## src/hdl/mbps_pkg.sv

```systemverilog
// ----------------------------------------------------------------------------
// mbps_pkg
// shared types, constants and register codes of the masked byte pattern scanner
// ----------------------------------------------------------------------------
package mbps_pkg;

	// parameter defaults
	localparam int PATTERN_BYTES_DEF = 16;
	localparam int ADDRESS_BITS_DEF  = 48;
	localparam int QUEUE_DEPTH_DEF   = 4;

	// fixed field widths
	localparam int REG_BYTES     = 16;   // pattern bytes backed by a register
	localparam int LEN_BITS      = 5;
	localparam int HIT_BITS      = 16;
	localparam int CFG_IDX_BITS  = 3;
	localparam int CFG_DATA_BITS = 64;

	// configuration register indexes
	localparam logic [CFG_IDX_BITS-1:0] REG_PATTERN_LOW    = 3'd0;
	localparam logic [CFG_IDX_BITS-1:0] REG_PATTERN_HIGH   = 3'd1;
	localparam logic [CFG_IDX_BITS-1:0] REG_COMPARE_MASK   = 3'd2;
	localparam logic [CFG_IDX_BITS-1:0] REG_PATTERN_LENGTH = 3'd3;
	localparam logic [CFG_IDX_BITS-1:0] REG_MAX_HITS       = 3'd4;

	typedef struct packed {
		logic [8*REG_BYTES-1:0] pattern;        // byte i at bits 8i+7..8i
		logic [REG_BYTES-1:0]   compare_mask;
		logic [LEN_BITS-1:0]    pattern_length;
		logic [HIT_BITS-1:0]    max_hits;
	} cfg_regs_t;

endpackage

```

## src/hdl/mbps_if.sv

```systemverilog
// ----------------------------------------------------------------------------
// mbps channel interfaces
// byte stream, result and configuration write channels with valid/ready
// ----------------------------------------------------------------------------
interface mbps_stream_if import mbps_pkg::*; #(
	parameter int ADDRESS_BITS = ADDRESS_BITS_DEF
);
	logic                    valid;
	logic                    ready;
	logic [7:0]              data_byte;
	logic [ADDRESS_BITS-1:0] byte_address;
	logic                    span_start;
	logic                    end_of_scan;

	modport source (output valid, data_byte, byte_address, span_start, end_of_scan,
		input ready);
	modport sink (input valid, data_byte, byte_address, span_start, end_of_scan,
		output ready);
endinterface


```

## src/hdl/mbps_front.sv

```systemverilog
// ----------------------------------------------------------------------------
// mbps_front
// byte window, masked compare and start address; pushes hits and summaries
// ----------------------------------------------------------------------------
module mbps_front import mbps_pkg::*; #(
	parameter int PATTERN_BYTES = PATTERN_BYTES_DEF,
	parameter int ADDRESS_BITS  = ADDRESS_BITS_DEF
) (
	input  logic                    clk,
	input  logic                    arst_n,
	input  cfg_regs_t               cfg_regs,
	mbps_stream_if.sink             stream,
	input  logic                    q_full,
	output logic                    push,
	output logic                    push_eos,
	output logic [ADDRESS_BITS-1:0] push_addr
);

	localparam int FILL_BITS = $clog2(PATTERN_BYTES + 1);
	localparam int IDX_BITS  = (PATTERN_BYTES > 1) ? $clog2(PATTERN_BYTES) : 1;
	localparam int CMP_BYTES = (PATTERN_BYTES < REG_BYTES) ? PATTERN_BYTES : REG_BYTES;

	logic [7:0]              window_q [PATTERN_BYTES];
	logic [FILL_BITS-1:0]    fill_q;
	logic [FILL_BITS-1:0]    fill_base;
	logic                    vld_s1;
	logic                    eos_s1;
	logic [ADDRESS_BITS-1:0] addr_s1;
	logic                    accept;
	logic                    match;

	assign stream.ready = ~vld_s1 | ~q_full;
	assign accept       = stream.valid & stream.ready;
	assign fill_base    = stream.span_start ? '0 : fill_q;

	always_ff @(posedge clk or negedge arst_n) begin
		if (!arst_n) begin
			fill_q <= '0;
			vld_s1 <= 1'b0;
		end else begin
			if (accept) begin
				vld_s1 <= 1'b1;
				if (stream.end_of_scan) begin
					fill_q <= '0;
				end else if (fill_base != FILL_BITS'(PATTERN_BYTES)) begin
					fill_q <= fill_base + 1'b1;
				end else begin
					fill_q <= fill_base;
				end
			end else if (!q_full) begin
				vld_s1 <= 1'b0;
			end
		end
	end

	// shift line, newest byte at index 0
	always_ff @(posedge clk) begin
		if (accept) begin
			eos_s1  <= stream.end_of_scan;
			addr_s1 <= stream.byte_address;
			if (!stream.end_of_scan) begin
				window_q[0] <= stream.data_byte;
				for (int k = 1; k < PATTERN_BYTES; k++) begin
					window_q[k] <= window_q[k-1];
				end
			end
		end
	end

	// pattern byte i lines up with window entry length-1-i
	always_comb begin
		logic       any_cmp;
		logic       all_eq;
		logic       len_ok;
		logic [7:0] len_w;
		logic [7:0] widx;
		any_cmp = 1'b0;
		all_eq  = 1'b1;
		len_w   = 8'(cfg_regs.pattern_length);
		len_ok  = (len_w != 8'd0) && (len_w <= 8'(PATTERN_BYTES)) && (8'(fill_q) >= len_w);
		for (int i = 0; i < CMP_BYTES; i++) begin
			widx = len_w - 8'd1 - 8'(i);
			if ((8'(i) < len_w) && cfg_regs.compare_mask[i]) begin
				any_cmp = 1'b1;
				if (window_q[widx[IDX_BITS-1:0]] != cfg_regs.pattern[8*i +: 8]) begin
					all_eq = 1'b0;
				end
			end
		end
		match = len_ok & any_cmp & all_eq;
	end

	assign push      = vld_s1 & ~q_full & (eos_s1 | match);
	assign push_eos  = eos_s1;
	assign push_addr = addr_s1 - ADDRESS_BITS'(cfg_regs.pattern_length) + 1'b1;

endmodule

```

## src/flat_wrapper.sv

```systemverilog
// flat-port wrapper written by rule: the top's interface ports become plain ports
module mbps_front_flat import mbps_pkg::*;
#(
	parameter int PATTERN_BYTES = PATTERN_BYTES_DEF,
	parameter int ADDRESS_BITS  = ADDRESS_BITS_DEF
)
  (clk, arst_n, cfg_regs, q_full, push, push_eos, push_addr, stream_valid, stream_data_byte, stream_byte_address, stream_span_start, stream_end_of_scan, stream_ready);
  mbps_stream_if #(.ADDRESS_BITS(ADDRESS_BITS)) stream_i ();
  input  logic clk;
  input  logic arst_n;
  input  cfg_regs_t cfg_regs;
  input  logic q_full;
  output logic push;
  output logic push_eos;
  output logic [ADDRESS_BITS-1:0] push_addr;
  input wire logic [$bits(stream_i.valid)-1:0] stream_valid;
  input wire logic [$bits(stream_i.data_byte)-1:0] stream_data_byte;
  input wire logic [$bits(stream_i.byte_address)-1:0] stream_byte_address;
  input wire logic [$bits(stream_i.span_start)-1:0] stream_span_start;
  input wire logic [$bits(stream_i.end_of_scan)-1:0] stream_end_of_scan;
  output wire logic [$bits(stream_i.ready)-1:0] stream_ready;
  assign stream_i.valid = stream_valid;
  assign stream_i.data_byte = stream_data_byte;
  assign stream_i.byte_address = stream_byte_address;
  assign stream_i.span_start = stream_span_start;
  assign stream_i.end_of_scan = stream_end_of_scan;
  assign stream_ready = stream_i.ready;
  mbps_front #(.PATTERN_BYTES(PATTERN_BYTES), .ADDRESS_BITS(ADDRESS_BITS)) u_core (.clk(clk), .arst_n(arst_n), .cfg_regs(cfg_regs), .stream(stream_i), .q_full(q_full), .push(push), .push_eos(push_eos), .push_addr(push_addr));
endmodule
```

## config.mk

```make
export PLATFORM = sky130hd
export DESIGN_NAME = mbps_front_flat
export DESIGN_NICKNAME = d
export VERILOG_FILES = /design/src/hdl/mbps_pkg.sv /design/src/hdl/mbps_if.sv /design/src/hdl/mbps_front.sv /design/src/flat_wrapper.sv
export SDC_FILE = /design/constraint.sdc
export NUM_CORES = 1
export LEC_CHECK = 0
export ABC_CLOCK_PERIOD_IN_PS = 15400
export CAP_MARGIN = 20
export CORE_MARGIN = 3
export CORE_UTILIZATION = 50
export CTS_CLUSTER_DIAMETER = 120
export DETAILED_ROUTE_END_ITERATION = 10
export DONT_BUFFER_PORTS = 1
export GPL_TIMING_DRIVEN = 0
export REMOVE_ABC_BUFFERS = 1
export SYNTH_ARGS = -nofsm -noshare
export SYNTH_HDL_FRONTEND = slang
export SYNTH_SLANG_ARGS = --single-unit
```

## constraint.sdc

```tcl
create_clock -name clk -period 15.4 [get_ports clk]
set_clock_uncertainty 0.15 [all_clocks]
set_input_delay 0.77 -clock clk [delete_from_list [all_inputs] [get_ports clk]]
set_output_delay 0.77 -clock clk [all_outputs]
set_load 0.01 [all_outputs]
```

Word level (Yosys, flattened, before mapping)
Memory sizes are Yosys's and may differ from the RTL's.
Index checks and enable logic that the tools add are counted.
{"block": "totals", "ff_bits": 55, "mem_bits_rw": 128, "input_bits": 227, "output_inout_bits": 51, "wordCells": 144, "n_memories": 1}
{"block": "classes", "add_sub_neg": 19, "order_cmp": 18, "n_eq_ne": 18, "muxes": 56, "n_bitwise": 9, "n_reduce_logical": 19}
{"memory": "u_core.window_q", "depth": 16, "width": 8, "read_ports": 31, "rd_clocked_by_memory_dff": 0, "wr": 16, "line_no": "mbps_front.sv:23", "rtl": "logic [7:0] window_q [PATTERN_BYTES];"}
{"op": "8-bit inequality test", "n": 16}
{"op": "1-bit two-way mux", "n": 53}
{"op": "48-bit by 1-bit adder with 48-bit output (second input constant)", "n": 1}
{"op": "48-bit by 5-bit subtractor with 48-bit output", "n": 1}
{"op": "4-bit by 5-bit less-than comparator with 1-bit output (first input constant)", "n": 8}
{"op": "4-bit subtractor (second input constant)", "n": 8}
{"op": "3-bit by 5-bit less-than comparator with 1-bit output (first input constant)", "n": 4}
{"op": "1-bit logical AND", "n": 18}
{"op": "4-bit by 3-bit subtractor with 4-bit output (second input constant)", "n": 4}
{"op": "5-bit two-way mux", "n": 3}
{"op": "1-bit by 5-bit less-than comparator with 1-bit output (first input constant)", "n": 2}
{"op": "2-bit by 5-bit less-than comparator with 1-bit output (first input constant)", "n": 2}
{"op": "4-bit by 1-bit subtractor with 4-bit output (second input constant)", "n": 2}
{"op": "4-bit by 2-bit subtractor with 4-bit output (second input constant)", "n": 2}
{"op": "5-bit by 1-bit adder with 5-bit output (second input constant)", "n": 1}
{"op": "1-bit bitwise AND", "n": 5}
{"op": "5-bit greater-or-equal comparator", "n": 1}
{"op": "5-bit less-or-equal comparator (second input constant)", "n": 1}
{"op": "5-bit inequality test (second input constant)", "n": 1}
{"op": "5-bit nonzero test", "n": 1}
{"op": "2-bit by 1-bit inequality test with 1-bit output (second input constant)", "n": 1}
{"op": "1-bit NOT", "n": 2}
{"op": "1-bit OR", "n": 2}

Longest topological paths before layout
Gate-level depths: netlist of run 1.
An unclocked memory read counts as a cell.
{"block": "logic_depth", "depth_word": 38, "depth_mapped": 21, "ltp_nobuf": 16}

Least setup slack after synthesis of run 1
Ideal clock, no wire load.
{"block": "synth_path", "kind": "input port to flip-flop", "from": "input port q_full", "to": "memory u_core.window_q[0][0], enable pin", "setup_ns": 0.619, "arrival_time_ns": 6.533, "required_ns": 14.631, "setup_slack_ns": 8.098, "stages": 4, "n_path_buf": 1, "path_cell_list": "nand2_1 > nand2_1 > clkbuf_1 > nor2_1"}
{"item": "from (decl)", "line_no": "flat_wrapper.sv:12", "rtl": "input logic q_full;"}
{"item": "to (decl)", "line_no": "mbps_front.sv:23"}

Worst setup path after layout of run 1
{"block": "layout_path", "from": "input port cfg_regs[16] in the netlist's numbering", "to": "output port push"}
{"block": "layout_via", "elab_chain_cells": 38, "elab_cells_between_ends": 122, "classes_between": "16 x add/sub; 18 x order compare; 16 x eq/ne; 48 x mux; 4 x bitwise; 19 x reduce/logical; 1 x memory"}
{"item": "from (decl)", "line_no": "flat_wrapper.sv:11", "rtl": "input cfg_regs_t cfg_regs;"}
{"item": "branches (longest 35 deep; another with memory 16 x 8 bit)"}
{"item": "1-bit bitwise AND *", "line_no": "mbps_front.sv:90", "rtl": "match = len_ok & any_cmp & all_eq;"}
{"item": "1-bit OR *", "line_no": "mbps_front.sv:93", "rtl": "assign push = vld_s1 & ~q_full & (eos_s1 | match);"}
{"item": "1-bit bitwise AND *", "line_no": "mbps_front.sv:93"}
{"item": "to (decl)", "line_no": "flat_wrapper.sv:13", "rtl": "output logic push;"}
Every way passes the cells marked *.

==> impl_metrics.ini, run 1 <==
[timing]
setup_tns_ns = 0
finalCritPeriodShare_pct = 50.60
setup_violations = 0
fin_ws_ns = 7.608
period_needed_ns = 7.792
final_hold_viol_count = 0
slew_violations = 0
fmaxAchievable_mhz = 128.3
relSlewSlack_pct = 25.78
worstMarginPinSlew_ns = 1.113
rsz0062_at_grt = no

[detailed_routing]
vias = 12617
first_iter_violations = 1219
postRouteAntennaNets = 0
wl_per_cell_um = 25.77
drc = 0
wirelength_mm = 50.25
avgViaCountPerCell = 6.470
dr.pass1.iters = 5

[worst_setup_path]
endpoint_kind = output port
cp_common_cell = nor4_1
setup.worst_path.class = in2out
cp_data_arrival_time_ns = 6.87
slowest_delay_ns = 1.35
crit_slowest_cell = ha_1
cp_top_family = adder cells
cp_max_fo = 138
required_ns = 14.48
critPathLaunchType = input pin
cp_num_buf_inv = 3
path_cells = inv_1 > ha_4 > buf_16 > clkinv_4 > ha_1 > mux4_2 > mux2i_1 > xor2_1 > nor4_1 > a21oi_1 > or4_1 > nor4_1 > a32o_2

[logic_synthesis]
avgSynthCellArea_sq_um = 10.57
synth_edf_count = 177
yosys.area.top_type = edfxtp_1
async_flop_share_pct = 3.279
ys_seq_elements = 183
ys_seq_area_share_pct = 33.25
yosysUniqueCellTypes = 67
netlist.area_leader.share_pct = 32.34
syn_inst = 1555
synth_area_sq_mm = 0.01643
yosys_warnings = 0
synth_area_leaders = edfxtp_1 (32%), mux2i_1 (17%), mux4_2 (8.5%)
synth-main-ff-cell = edfxtp_1

[cells_and_area]
drive_above_1_share_pct = 9.115
syn_to_final_growth_pct = 6.433
fin_cells = 1950
stdcell_area_sq_mm = 0.01749
final.fill_count = 2830
nets = 1795
mostFrequentLayoutCell = mux2i_1
most-common-layout-cells = mux2i_1 (280), edfxtp_1 (177), nand2_1 (154)

[global_routing]
antenna_found_initial = 2
grt_pass1_wl_mm = 74.58
grt_max_degree = 139
grt_pass1_vias = 12131
grt-ovfl-total = 0
grtUsageTotal_pct = 27.98

[power_and_ir_drop]
vdd_drop_max_uv = 91.86
p_leak_uw = 0.007171
p_total_uw = 1716
power.density_mw_per_mm2 = 98.10

[clock_tree]
cts_resized = 0
cts_hold_buf = 1
cts.clk_slew.worst_paths_ns = 0.07
clockBufferDepth = 2
root_buffer = clkbuf_16
cts_sinks = 183
htreeDepth = 4
tritoncts = done
clock_latency_ns = 0.45
cts_setup_buffers = 0
numCtsBuffers = 17

[floorplanning]
rows = 65
dieArea_sq_mm = 0.03508
core_sq_mm = 0.03196
die_y_um = 187.3
die_w_um = 187.3
ioPinCount = 278
initial_utilization_pct = 51.42

[placed_design]
place_inst = 1916
dp_slack_ns = 7.750
place.detailed.hpwl_mm = 38.37
gp_congestion = 0.9514
dpl_cell_area_sq_mm = 0.01688
port_buffers = 0

[job]
maxCapViolCount = 0

[outcome]
status = complete, no violations

[worst_hold_path]
hold_path_class = in2reg
## routing by layer
layer  wire length, um  GRT usage, %  vias to the layer above  part of all wire [%]
met3              5452         10.96                      127                    11
met5                10             0                        -                 0.020
li1                  -             -                     5764                     -
met4              2569         13.03                        2                   5.1
met2             22680         44.08                      572                    45
met1             19540         33.79                     6152                    39
## sequential cells by signal (all words and copies together) (netlist names)
| name | flops |
|---|---|
| u_core.window_q | 128 |
| u_core.fill_q | 5 |
| u_core.vld_s1 | 1 |
| u_core.push_eos | 1 |
| u_core.addr_s1 | 48 |
## worst register-to-register path, delay by kind of cell (launching register included)
family | cells | cell delay [ns]
simple gates | 3 | 1.27
buf+inv | 1 | 0.31
flops | 1 | 0.42
## layout make-up
class	instances	area, sq um	share of cell area, %
sequential	183	5465	31.24
timing repair buffer	14	259.0	1.481
clock buffer	18	429.2	2.454
clock inverter	14	167.7	0.9585
tap	435	544.3	3.112
multi-input combinational	1209	10330	59.08
antenna	1	2.502	0.01431
inverter	76	290.3	1.660
## cells in the mapped netlist, types with 16 or more instances
cell type    n
mux2i_1    280
edfxtp_1   177
nand2_1    154
xor2_1      88
xnor2_1     85
inv_1       74
a21oi_1     73
ha_1        66
mux4_2      62
o21ai_0     58
clkbuf_1    50
nand3_1     33
a22oi_1     32
nor2_1      32
a21o_1      29
nand4_1     25
buf_2       23
a221oi_1    18
nor4_1      18
a22o_1      16
## logic make-up (layout without fill, tap and decap cells)
kind of cell	Yosys count	after routing	synth area share (%)
buffers and inverters	163	122	4.263
other	0	1	0
AOI/OAI and AO/OA	295	295	11.89
xor gates and xnor gates	179	179	10.09
DFF	183	183	33.25
adders and majority gates	67	67	5.147
and+or+nand+nor	318	318	9.258
muxes	350	350	26.10
## path summary, 6_finish.rpt
kind / start / end / slack [ns] / depth (start not counted)
worst max register to register: u_core.vld_s1 / u_core.window_q[14][0] / 12.91 / 4
min in group asynchronous: arst_n / u_core.fill_q[1] / 0.48 / 1
worst max-delay path: cfg_regs[16] / push / 7.61 / 13
worst min register to register: u_core.window_q[14][6] / u_core.window_q[15][6] / 0.32 / 0
max in group asynchronous: arst_n / u_core.fill_q[2] / 14.37 / 1
worst min-delay path: stream_end_of_scan / u_core.push_eos / 0.25 / 0
## stage by stage
stage	util (%)	hold WS, ns
2_1_floorplan	-	0.2990
5_1_grt	54.73	0.2273
6_report	54.73	0.2527
3_3_place_gp	51.82	0.3039
3_5_place_dp	52.82	0.3117
4_1_cts	54.72	0.2315
## where the power goes
group / internal, uW / switching, uW
registers: 569 / 14.0
clock network: 257 / 207
logic: 272 / 397
total: 1100 / 618
Power figures use the tool's default switching activity.
==> inputs of run 2 (changes only) <==
Settings changed: ABC_CLOCK_PERIOD_IN_PS 15400 to 6700, PLACE_DENSITY from default to 0.68.
Clock period 15.4 ns to 6.7 ns, I/O delays scaled along.
==> run 2 against run 1 <==
  * Via count grew 3.7%
  * Clock power grew 110%
  * Highest routed layer unchanged
  * Core utilization grew 2.1 points
  * Worst setup slack lost 7.4 ns
  * Critical path depth is the same
  * Largest cell class unchanged
==> impl_metrics.ini, run 2 (synthesized netlist as in run 1, its figures left out) <==
[timing]
rsz0062_at_grt = no
worst_hold_slack_ns = 0.04214
setup_violations = 0
period_needed_ns = 6.513
final_hold_viol_count = 0
slew_violations = 0
finalCritPeriodShare_pct = 97.20
fmaxAchievable_mhz = 153.5
worstMarginPinSlew_ns = 1.056
relSlewSlack_pct = 29.58

[cells_and_area]
most-common-layout-cells = mux2i_1 (280), edfxtp_1 (177), nand2_1 (154)
mostFrequentLayoutCell = mux2i_1
fin_cells = 2017
syn_to_final_growth_pct = 10.49
multi_input_area_sq_mm = 0.01035
regArea_sq_mm = 0.005465
top_register = u_core.window_q
drive_above_1_share_pct = 9.361
nets = 1862
largest_reg_flops = 128
stdcell_area_sq_mm = 0.01816
top_regs = u_core.window_q (128), u_core.addr_s1 (48), u_core.fill_q (5)
final.fill_count = 2705

[worst_setup_path]
setup.worst_path.class = in2out
reg2reg_to = u_core.window_q[0][2]
endpoint = push
reg2regPathDepth = 5
cp_max_fo = 138
cp_data_arrival_time_ns = 6.03
slowest_delay_ns = 0.72
critPathLaunchType = input pin
r2r_start = u_core.vld_s1
rrSetupSlack_ns = 4.30
cp_top_family = simple AND/OR/NAND/NOR gates
endpoint_kind = output port
startpoint = cfg_regs[16]
cp_num_buf_inv = 3
crit_slowest_cell = ha_4
path_cells = inv_1 > ha_4 > buf_16 > clkinv_8 > ha_4 > mux4_2 > mux2i_1 > xor2_1 > nor4_1 > a21oi_1 > or4_1 > nor4_1 > a32o_2
crit_cells = 13
required_ns = 6.21

[power_and_ir_drop]
power.density_mw_per_mm2 = 215.6
power.share.clock_pct = 25.2
pwr-share-seq_pct = 34.2
p_leak_uw = 0.007447
power_switching_uw = 1462
p_comb_share_pct = 40.6
p_sw_share_pct = 37.35
vdd_drop_max_uv = 197.4
internal_power_uw = 2452

[detailed_routing]
dr.pass1.iters = 7
vias = 13078
postRouteAntennaNets = 0
wirelength_mm = 51.25
drc = 0
avgViaCountPerCell = 6.484
first_iter_violations = 1326
wl_per_cell_um = 25.41

[global_routing]
top_usage_layer = met2
antenna_found_initial = 2
grt_pass1_vias = 12538
grtUsageTotal_pct = 28.41
grt_use_met1_pct = 35.58
grt-ovfl-total = 0
use_met3_pct = 10.08
use_met2_pct = 44.01
grt_max_degree = 139
grt_pass1_wl_mm = 76.20

[floorplanning]
ioPinCount = 278
die_w_um = 187.3
initial_utilization_pct = 51.42
die_y_um = 187.3
dieArea_sq_mm = 0.03508
rows = 65
core_sq_mm = 0.03196

[placed_design]
gp_congestion = 0.9415
place_inst = 1916
port_buffers = 0
place.detailed.hpwl_mm = 38.69
dpl_cell_area_sq_mm = 0.01691

[clock_tree]
htreeDepth = 4
cts.clk_slew.worst_paths_ns = 0.07
clock_latency_ns = 0.46
clockBufferDepth = 2
cts_sinks = 183
tritoncts = done
root_buffer = clkbuf_16
numCtsBuffers = 17

[outcome]
status = complete, no violations

[job]
maxCapViolCount = 0

[worst_hold_path]
hold_path.startpoint = stream_span_start
hold_path_class = in2reg
==> run 2: cell count changes in the layout (fill, tap and decap cells not counted), moves of 2 or more <==
cell	before	now
bufinv_16	3	0
clkinv_1	2	0
buf_4	0	5
dlygate4sd3_1	1	62
clkinvlp_4	1	3
inv_8	0	2
buf_16	3	5
==> run 2: power by group through the flow <==
stage          logic [uW]  registers [uW]  clock network (uW)
5_1_grt              1680            1350                1040
3_5_place_dp         1510            1360                   0
4_1_cts              1550            1340                 995
6_report             1590            1340                 986
3_3_place_gp         1460            1370                   0
2_1_floorplan        1110            1360                   0
==> run 2: timing repair <==
action,in CTS,in global routing
hold buffers,62,0
pin swaps,0,2
resized for setup,2,1
setup buffers,0,6
hold endpoints to repair,80,0
endpoints found under the setup margin,1,1
==> run 2: cell type report <==
class	instances	share of cell area (%)
Tap cell	435	2.997
Timing Repair Buffer	81	5.264
Antenna cell	1	0.01378
Inverter	76	1.640
Multi-Input combinational cell	1209	56.98
Clock inverter	15	0.6684
Sequential cell	183	30.10
Clock buffer	17	2.343
==> run 2: worst min-delay path by stage <==
stage	slack, ns	cells past startpoint	endpoint
floorplan	-0.11	0	u_core.fill_q[0]
global placement	-0.11	0	u_core.fill_q[2]
detailed placement	-0.11	0	u_core.fill_q[2]
CTS	0.03	3	u_core.fill_q[2]
global route	0.06	1	u_core.fill_q[0]
finish	0.04	3	u_core.fill_q[2]
==> run 2: worst register-to-register path: cells and delay by family (launching register included) <==
family        cells  cell delay, ns
buf+inv           2            0.51
flops             1            0.41
simple gates      3            1.02
==> run 2: metrics by stage <==
| stage | utilization, % | setup TNS (ns) | setup slack (ns) | power (uW) |
|---|---|---|---|---|
| after floorplan | - | -23.46 | -2.723 | 2472 |
| after global placement | 51.82 | -338.70 | -7.011 | 2836 |
| after detailed placement | 52.91 | -0.3370 | -0.3370 | 2871 |
| after CTS | 56.59 | 0 | 0.2985 | 3881 |
| after global routing | 56.81 | 0 | 0.1172 | 4067 |
| final | 56.81 | 0 | 0.1873 | 3914 |
==> run 2: per-layer routing <==
metal	part of all wire (%)	vias to the layer above
li1	-	5900
met1	39	6331
met4	5.0	2
met5	0.025	-
met3	11	122
met2	45	723
==> inputs of run 3 (changes only) <==
Settings changed: ABC_AREA from default to 1, CORE_MARGIN 3 to 4.
==> run 3 against run 2 <==
  * Total power rose by 2.8%
  * Register-to-register slack got worse by 0.12 ns
  * Worst setup slack got worse by 0.050 ns
  * Core utilization fell by 2.4 points
  * Clock power fell by 1%
  * Largest power group unchanged
  * Maximum frequency fell by 0.76%
  * First-iteration DRC count rose by 64%
  * Largest cell class unchanged
  * Final area rose by 13%
  * Via count rose by 57%
  * Global-route usage rose by 2.5 points
==> impl_metrics.ini, run 3 <==
[floorplanning]
die_y_um = 203.4
initial_utilization_pct = 50.69
core_sq_mm = 0.03767
die_w_um = 203.4
rows = 71
ioPinCount = 278
dieArea_sq_mm = 0.04137

[cells_and_area]
largest_reg_flops = 128
top_register = u_core.window_q
mostFrequentLayoutCell = nand2_1
finish.utilization_pct = 54.45
stdcell_area_sq_mm = 0.02051
most-common-layout-cells = nand2_1 (1514), nand3_1 (479), inv_1 (306)
top_regs = u_core.window_q (128), u_core.addr_s1 (48), u_core.fill_q (5)
final.fill_count = 3808
syn_to_final_growth_pct = 7.418
nets = 3437
drive_above_1_share_pct = 2.377

[worst_setup_path]
critPathLaunchType = input pin
endpoint_kind = output port
setup.worst_path.class = in2out
cp_max_fo = 195
required_ns = 6.21
cp_data_arrival_time_ns = 6.08

[clock_tree]
numCtsBuffers = 17
clockBufferDepth = 2
tritoncts = done
cts.clk_slew.worst_paths_ns = 0.07
root_buffer = clkbuf_16
htreeDepth = 4
clock_latency_ns = 0.46
cts_sinks = 183

[detailed_routing]
met1Wirelength_mm = 26.62
dr.pass1.iters = 9
wirelength_mm = 66.16
vias = 20519
wl_per_cell_um = 18.04
first_iter_violations = 2173
postRouteAntennaNets = 0
avgViaCountPerCell = 5.594
wl_met3_mm = 6.291
drc = 0
dr_wl_met2_mm = 29.83
top_layer_used = met5

[global_routing]
grt_max_degree = 196
grt_pass1_vias = 18803
grtUsageTotal_pct = 30.95
grt-ovfl-total = 0
antenna_found_initial = 5
grt_pass1_wl_mm = 101.2

[logic_synthesis]
synth.most_common_cell = nand2_1
syn_inst = 3171
ys_seq_elements = 183
synth_area_sq_mm = 0.01909
async_flop_share_pct = 3.279
synth_area_leaders = nand2_1 (30%), edfxtp_1 (28%), nand3_1 (13%)
netlist.area_leader.share_pct = 29.83
synth-main-ff-cell = edfxtp_1
synth_edf_count = 177
yosys.area.top_type = nand2_1
yosysUniqueCellTypes = 43
avgSynthCellArea_sq_um = 6.021
ys_seq_area_share_pct = 28.63
yosys_warnings = 0
synth_common_cells = nand2_1 (1517), nand3_1 (479), inv_1 (308)

[placed_design]
gp_congestion = 0.9586
port_buffers = 0
place.detailed.hpwl_mm = 50.37
dpl_cell_area_sq_mm = 0.01930

[timing]
slew_violations = 0
fmaxAchievable_mhz = 152.4
period_needed_ns = 6.562
setup_violations = 0
final_hold_viol_count = 0
setup_tns_ns = 0
finalCritPeriodShare_pct = 97.94
rsz0062_at_grt = no
worstMarginPinSlew_ns = 1.060
relSlewSlack_pct = 29.07

[power_and_ir_drop]
power.density_mw_per_mm2 = 196.1
p_leak_uw = 0.01050
vdd_drop_max_uv = 162.1

[job]
maxCapViolCount = 0

[outcome]
status = complete, no violations

[worst_hold_path]
hold_path_class = in2reg
==> run 3: cell count changes in the layout (fill, tap and decap cells not counted), moves of 27 or more <==
cell / before / now
a21o_1: 29 / 2
a22oi_1: 32 / 0
inv_1: 73 / 306
mux2i_1: 280 / 0
mux4_2: 62 / 0
nand2_1: 154 / 1514
nand3_1: 33 / 479
nand3b_1: 0 / 53
nor2_1: 30 / 114
o21ai_0: 58 / 88
xnor2_1: 82 / 22
xor2_1: 88 / 35
==> run 3: cell families after synthesis <==
logic type	count (synthesis)	share of synthesized area, %
fa+ha+maj	67	4.430
buf+inv	432	9.470
simple gates	2209	48.35
compound gates	223	6.508
flops	183	28.63
xor+xnor	57	2.615
==> run 3: timing repair <==
| item | CTS | global route |
|---|---|---|
| hold buffers | 60 | 0 |
| gates resized for setup | 1 | 2 |
| endpoints found under the hold margin | 64 | 0 |
| endpoints found under the setup margin | 1 | 1 |
| cloned | 0 | 0 |
| setup buffers | 1 | 0 |
| pin swaps | 1 | 0 |
==> run 3: metrics by stage <==
stage               power, uW  hold WS, ns  std cells  worst slack, ns
floorplan                2561      -0.1106       3054          -0.2288
finish                   4022      0.01284       3668           0.1378
detailed placement       2997      -0.1104       3573          -0.5200
CTS                      3989     0.003896       3665          0.05215
global placement         2973      -0.1104       3565           -4.725
global route             4284      0.03398       3668         0.007020
==> run 3: path summary, 6_finish.rpt <==
check / start / endpoint / slack [ns] / cells after the start
worst max-delay path: cfg_regs[16] / push / 0.14 / 23
worst min-delay path: stream_span_start / u_core.fill_q[3] / 0.01 / 3
worst max register to register: u_core.vld_s1 / u_core.window_q[2][2] / 4.18 / 5
worst min register to register: u_core.window_q[10][5] / u_core.window_q[11][5] / 0.33 / 0
max in group asynchronous: arst_n / u_core.fill_q[0] / 6.13 / 1
min in group asynchronous: arst_n / u_core.vld_s1 / 0.05 / 1
==> run 3: area by class of cell <==
cell class / count / area, sq um / area share, %
Multi-Input combinational cell: 2556 / 11860 / 57.84
Inverter: 315 / 1185 / 5.778
Sequential cell: 183 / 5465 / 26.65
Timing Repair Buffer: 70 / 815.8 / 3.978
Clock buffer: 19 / 432.9 / 2.111
Tap cell: 511 / 639.4 / 3.118
Clock inverter: 12 / 103.9 / 0.5064
Antenna cell: 2 / 5.005 / 0.02440
==> run 3: routing by layer <==
layer / vias up / global-route usage [%]
met1: 9300 / 38.74
met3: 176 / 7.791
li1: 10163 / -
met4: 6 / 13.95
met2: 874 / 50.65
met5: - / 0
==> run 3: report_power, final <==
group	internal (uW)	leakage, uW	switching, uW
Combinational	525	0.00850	1170
Sequential	1320	0.00174	39.1
Clock	509	0.000261	463
==> run 3: worst max-delay path, cell delays in order <==
cell     delay [ns]
inv_4          0.52
buf_16         0.38
ha_1           0.25
inv_1          0.06
nand2_1        0.07
nand2_2        0.59
ha_2           1.00
inv_1          0.60
o21ai_1        0.47
nand2_1        0.12
nand2_1        0.08
nand2_1        0.05
nand2_1        0.05
nand2_1        0.06
nor2_1         0.28
nand2_1        0.11
nand2_1        0.07
nand2_1        0.05
nor2_1         0.08
nand3_1        0.10
nor2_1         0.25
nor2_1         0.08
nor2_1         0.20
